--- src/rtl/core/ldg_pkg.sv ---
package ldg_pkg;

  localparam int NORM_BITS = 30;
  localparam int SQ_W      = 2 * NORM_BITS + 2;
  localparam int ROOT_W    = SQ_W / 2;
  localparam int CFG_IDX_W = 3;

  typedef enum logic [CFG_IDX_W-1:0] {
    REG_LINE_A_X  = 3'd0,
    REG_LINE_A_Z  = 3'd1,
    REG_LINE_B_X  = 3'd2,
    REG_LINE_B_Z  = 3'd3,
    REG_ROT_SINE  = 3'd4,
    REG_ROT_COSINE = 3'd5
  } cfg_reg_t;

endpackage

--- src/rtl/core/ldg_sqrt.sv ---
module ldg_sqrt #(
  parameter int SBW = 8
) (
  input  logic                        clk,
  input  logic                        rst,
  input  logic                        adv,
  input  logic                        in_valid,
  input  logic [ldg_pkg::SQ_W-1:0]    x,
  input  logic [SBW-1:0]              sb,
  output logic                        out_valid,
  output logic [ldg_pkg::ROOT_W-1:0]  root,
  output logic [SBW-1:0]              sb_out
);

  localparam int XW  = ldg_pkg::SQ_W;
  localparam int RW  = ldg_pkg::ROOT_W;
  localparam int RMW = RW + 3;

  logic [XW-1:0]  xq    [RW];
  logic [RW:0]    remq  [RW];
  logic [RW-1:0]  rootq [RW];
  logic [SBW-1:0] sbq   [RW];
  logic           vq    [RW];

  for (genvar s = 0; s < RW; s++) begin : g_stage
    localparam int I = RW - 1 - s;
    logic [XW-1:0]  x_in;
    logic [RW:0]    rem_in;
    logic [RW-1:0]  root_in;
    logic [SBW-1:0] sb_in;
    logic           v_in;
    logic [RMW-1:0] cur;
    logic [RMW-1:0] trial;
    logic [RMW-1:0] diff;
    logic           fit;

    if (s == 0) begin : g_first
      assign x_in    = x;
      assign rem_in  = '0;
      assign root_in = '0;
      assign sb_in   = sb;
      assign v_in    = in_valid;
    end else begin : g_next
      assign x_in    = xq[s-1];
      assign rem_in  = remq[s-1];
      assign root_in = rootq[s-1];
      assign sb_in   = sbq[s-1];
      assign v_in    = vq[s-1];
    end

    assign cur   = {rem_in, x_in[2*I+1 -: 2]};
    assign trial = RMW'({root_in, 2'b01});
    assign diff  = cur - trial;
    assign fit   = (cur >= trial);

    always_ff @(posedge clk) begin
      if (rst) vq[s] <= 1'b0;
      else if (adv) vq[s] <= v_in;
    end

    always_ff @(posedge clk) begin
      if (adv) begin
        xq[s]    <= x_in;
        sbq[s]   <= sb_in;
        remq[s]  <= fit ? diff[RW:0] : cur[RW:0];
        rootq[s] <= {root_in[RW-2:0], fit};
      end
    end
  end

  assign out_valid = vq[RW-1];
  assign root      = rootq[RW-1];
  assign sb_out    = sbq[RW-1];

endmodule

--- config.mk ---
export PLATFORM = sky130hd
export DESIGN_NAME = ldg_sqrt
export DESIGN_NICKNAME = d
export VERILOG_FILES = /design/src/rtl/core/ldg_pkg.sv /design/src/rtl/core/ldg_sqrt.sv
export SDC_FILE = /design/constraint.sdc
export NUM_CORES = 2
export LEC_CHECK = 0
export BUFFER_PORTS_ARGS = -buffer_cell sky130_fd_sc_hd__buf_4
export CORE_ASPECT_RATIO = 0.8
export CORE_MARGIN = 2
export CORE_UTILIZATION = 50
export CTS_CLUSTER_DIAMETER = 50
export CTS_CLUSTER_SIZE = 8
export DETAILED_ROUTE_END_ITERATION = 6
export PLACE_DENSITY = 0.68
export SLEW_MARGIN = 10
export SYNTH_ARGS = -nofsm -noshare
export SYNTH_HDL_FRONTEND = slang
export SYNTH_MEMORY_MAX_BITS = 65536
export SYNTH_SLANG_ARGS = --single-unit
--- constraint.sdc ---
create_clock -name clk -period 3.55 [get_ports clk]
set_input_delay 0.71 -clock clk [delete_from_list [all_inputs] [get_ports clk]]
set_output_delay 0.71 -clock clk [all_outputs]
set_load 0.01 [all_outputs]
Yosys cells after proc, flatten, opt, wreduce, memory -nomap -nowiden
Memories as Yosys holds them, arrays and structs flattened.
Index checks and enable logic that the tools add are counted.
- register bits after elaboration: 0
- RAM bits: 4154
- output and inout bits: 40
- word-level logic and storage cells: 166
- memories kept: 5
- $add $sub $neg: 31
- magnitude comparators: 31
- muxes and demuxes: 68
- bitwise gates (word level): 31
- memories (memory ; words ; bits a word ; rd ports ; clocked after memory_dff ; write ports ; RTL line ; text):
    xq ; 31 ; 62 ; 30 ; 0 ; 31 ; ldg_sqrt.sv:19 ; logic [XW-1:0] xq [RW];
    remq ; 31 ; 32 ; 30 ; 0 ; 31 ; ldg_sqrt.sv:20 ; logic [RW:0] remq [RW];
    rootq ; 31 ; 31 ; 31 ; 0 ; 31 ; ldg_sqrt.sv:21 ; logic [RW-1:0] rootq [RW];
    sbq ; 31 ; 8 ; 31 ; 0 ; 31 ; ldg_sqrt.sv:22 ; logic [SBW-1:0] sbq [RW];
    vq ; 31 ; 1 ; 31 ; 0 ; 31 ; ldg_sqrt.sv:23 ; logic vq [RW];
- operators by type and width (operator ; count):
    $ge 34x33->1 ; 30
    $mux 32 ; 31
    $sub 32x32->32 ; 30
    $mux 1 ; 37
    $or 1x1->1 ; 31
    $sub 2x1->3 const B ; 1
    $ge 2x1->1 const B ; 1

Logic depth before layout (Yosys ltp)
- word-level depth: 4
- gate-level depth with buffers: 15

Worst setup path after synthesis
No wires, ideal clock.
- path type: register to register
- from: memory remq[1][0] (netlist bit)
- to: memory remq[1][36] (netlist bit), data pin
- data arrival time: 3070 ps
- data required time: 3290 ps
- setup slack: 221 ps
- cell stages (with the launch flop): 11
- buffers on the path: 1
- clock period less this slack: 3329 ps
- cells stage by stage: edfxtp_1 > ha_1 > nor2b_1 > o21a_1 > o21ai_0 > a21oi_1 > or4_1 > and2_1 > a31oi_1 > buf_2 > mux2_2
- RTL lines (what ; RTL line):
    start, declared ; ldg_sqrt.sv:20

==> run summary <==
Cell variety after synth: 95
Worst slew pin tran: 0.885 ns
Final Net Count: 10000
Sequential fraction of the synthesis area: 0.667
Dpl hpwl: 172 mm
Max stage delay on crit path: 0.48 ns
Die area: 240000 um2
Core Area: 235000 um2
Fin crit period: 3.43 ns
Synth Flop Type: edfxtp_1
Largest net degree at the start of global routing: 117
Clock buffer depth: 4
Worst slack at placement: -0.0146 ns
Global Route Usage Sum: 0.201
Worst vdd ir: 0.454 mV
DP Area: 124000 um2
Port bufs: 113
Drc violations: 0
Chip height: 438 um
Final clock period utilization by the worst path: 0.966
Async set-or-reset flop fraction in the synthesized netlist: 0
Crit path max-delay cell type: or4_1
Synthesis Warnings: 0
Critical Path RT: 4.16 ns
Largest family of logic cells by synthesized area: simple AND/OR/NAND/NOR gates
Syn Inst Count: 8758
Status: finished clean
Max Cap Viol: 0
Compound-Gate Fraction of Synth Area: 0.0904
Starting density of the core: 0.502
TritonCTS Buffers: 380
Synthesized Nets: 9360
Xor and xnor area share after synthesis: 0.0557
Power Dens Cells: 665 nW/um2
Vias in the first global route: 69300
Critical Path Sink Type: flip-flop
Max Slew Vio Count: 0
CTS sink cnt: 2619
Mux share of post-synthesis cell area: 0.00846
Routability cong.: 0.911
DRT iter0 DRCs: 6037
Cell row count: 159
Layout cells sized above 1: 0.105
Congestion Overflow GR: 0
Remaining antenna violation count: 0
Wire per inst: 19.4 um
Post-synth EDFFs: 2619
Clock-pin transition on the worst setup and hold timing paths: 0.05 ns
CTS tree: built
H-tree levels: 5
Crit path cell chain: ha_1 -> nor2b_1 -> o21ai_0 -> a21boi_0 -> o21a_1 -> or4_1 -> a41oi_1 -> o31ai_1 -> nor4b_1 -> xor2_1
Root buf cell: clkbuf_16
First-pass GRT wire length: 385 mm
Initial antenna violation count: 4
Data arrival, critical path: 4.04 ns
Die X: 547 um
#FFs+latches synth: 2619
Mapped Avg Cell Area: 13.5 um2
Area Overhead vs Synth: 15.1%
Detailed Routing Iterations Pass 1: 5
Final WL: 245 mm
Hold Fails Final Rpt: 0
Min-delay worst type: input port to flip-flop
Clock latency on the worst-skew pair: 0.90 ns
Setup Viol. Count Final: 0
Clock skew: 0.0748 ns
Leak Pwr: 51.7 nW
Fmax: 292 MHz
Setup crit start kind: flip-flop
Simple-gate portion of the synthesized area: 0.0958
Worst Setup Path Type: flip-flop to flip-flop
Cell area after synthesis: 118000 um2
Vias: 70300
Design Area, Final: 136000 um2
Post-synthesis adder-cell area fraction: 0.0561
IO Pins: 114
Post-route setup slack: 0.121 ns
Vias per cell: 5.58
Crit Path Max Fanout: 5
Worst slew margin: 0.405
-- cells in the final DEF (no fill, tap or decap), types with 53 or more instances in the layout --
| cell | n |
|---|---|
| edfxtp_1 | 2619 |
| inv_1 | 659 |
| nand2_1 | 566 |
| nor2_1 | 530 |
| ha_1 | 528 |
| a21oi_1 | 498 |
| o21ai_0 | 426 |
| clkbuf_16 | 383 |
| xnor2_1 | 380 |
| xor2_1 | 369 |
| buf_4 | 324 |
| a21o_1 | 219 |
| nor3_1 | 203 |
| nand3_1 | 145 |
| nand2b_1 | 109 |
| nor4_1 | 103 |
| nand4_1 | 92 |
| o21a_1 | 91 |
| or3_1 | 90 |
| mux2_2 | 77 |
| and2_1 | 71 |
| nor2b_1 | 71 |
| dlygate4sd3_1 | 68 |
| o21bai_1 | 53 |
| o31ai_1 | 53 |
-- final timing paths --
kind / from / end / slack [ns] / cells past startpoint
max: remq[0][416] / remq[0][476] / 0.12 / 10
max reg2reg: remq[0][416] / remq[0][476] / 0.12 / 10
min reg2reg: sbq[1][5] / sbq[1][13] / 0.38 / 0
min: x[61] / rootq[0][0] / 0.15 / 2
-- registers in the layout (all words and copies together) (netlist names) --
register / cells
sbq: 248
remq: 914
xq: 930
vq: 31
rootq: 496
-- report_power, final --
group / switching [W] / total, W / internal, W
Sequential: 0.00246 / 0.0414 / 0.0389
Clock: 0.0124 / 0.0316 / 0.0192
Combinational: 0.00988 / 0.0171 / 0.00723
Total: 0.0247 / 0.0901 / 0.0654
-- cell usage after synthesis (all sizes together) (72+ instances only) --
cell	number	share of area
nand4	92	0.0049
o21a	91	0.0058
o21ai	437	0.019
xnor2	380	0.028
nor2b	72	0.0038
a21oi	502	0.021
nand3	146	0.0062
nor2	531	0.017
inv	663	0.021
edfxtp	2619	0.67
mux2	77	0.0074
or3	91	0.0049
a21o	219	0.014
nand2	566	0.018
xor2	369	0.027
nor4	108	0.0058
clkbuf	144	0.0046
ha	528	0.056
nand2b	109	0.0058
nor3	212	0.0091
-- worst max-delay path: cells and delay by family (launching register included) --
kind,cells,cell delay (ns)
AO/OA/AOI/OAI,5,1.26
XOR/XNOR,1,0.12
adder cells (fa/ha/maj),1,0.38
flip-flops,1,0.43
AND/OR/NAND/NOR,3,0.98
-- final cells by class --
| type | count | area [um2] |
|---|---|---|
| Clock buffer | 396 | 9630 |
| Clock inverter | 43 | 637 |
| Timing Repair Buffer | 431 | 3880 |
| Fill cell | 18400 | 98900 |
| Sequential cell | 2619 | 78600 |
| Tap cell | 3139 | 3930 |
| Inverter | 666 | 2500 |
| Multi-Input combinational cell | 5318 | 36400 |
| Antenna cell | 1 | 2.50 |
-- kinds of logic (layout without fill, tap and decap cells) --
logic type	Yosys count	in the layout
buffers and inverters	821	1536
AND/OR/NAND/NOR	2246	2246
adder cells (fa/ha/maj)	528	528
AO/OA/AOI/OAI	1704	1704
flip-flops	2619	2619
multiplexers	90	90
other	1	2
XOR/XNOR	749	749
-- repair_timing --
item,in CTS,in global routing
buffers inserted,0,4
resized for setup,1,56
setup endpoints to repair,1,204
pin swaps,0,3
endpoints found under the hold margin,68,0
hold buffers,68,0
-- layer usage --
layer,GRT usage,vias up,part of all wire
met5,0,-,0.000029
met1,0.298,34300,0.47
met2,0.311,1883,0.45
met4,0.0580,2,0.024
li1,-,33700,-
met3,0.0288,424,0.054
-- metrics by stage --
stage	cells	util	setup TNS (ns)	hold WS (ns)	power, W
2_1_floorplan	8758	-	0	0.400	0.0526
3_3_place_gp	12100	0.530	-0.206	0.400	0.0584
3_5_place_dp	12100	0.530	-0.0146	0.405	0.0586
4_1_cts	12600	0.577	0	0.0781	0.0909
5_1_grt	12600	0.578	-0.0108	0.109	0.0945
6_report	12600	0.578	0	0.149	0.0901
Note: power is estimated with default switching activity, not from simulation.
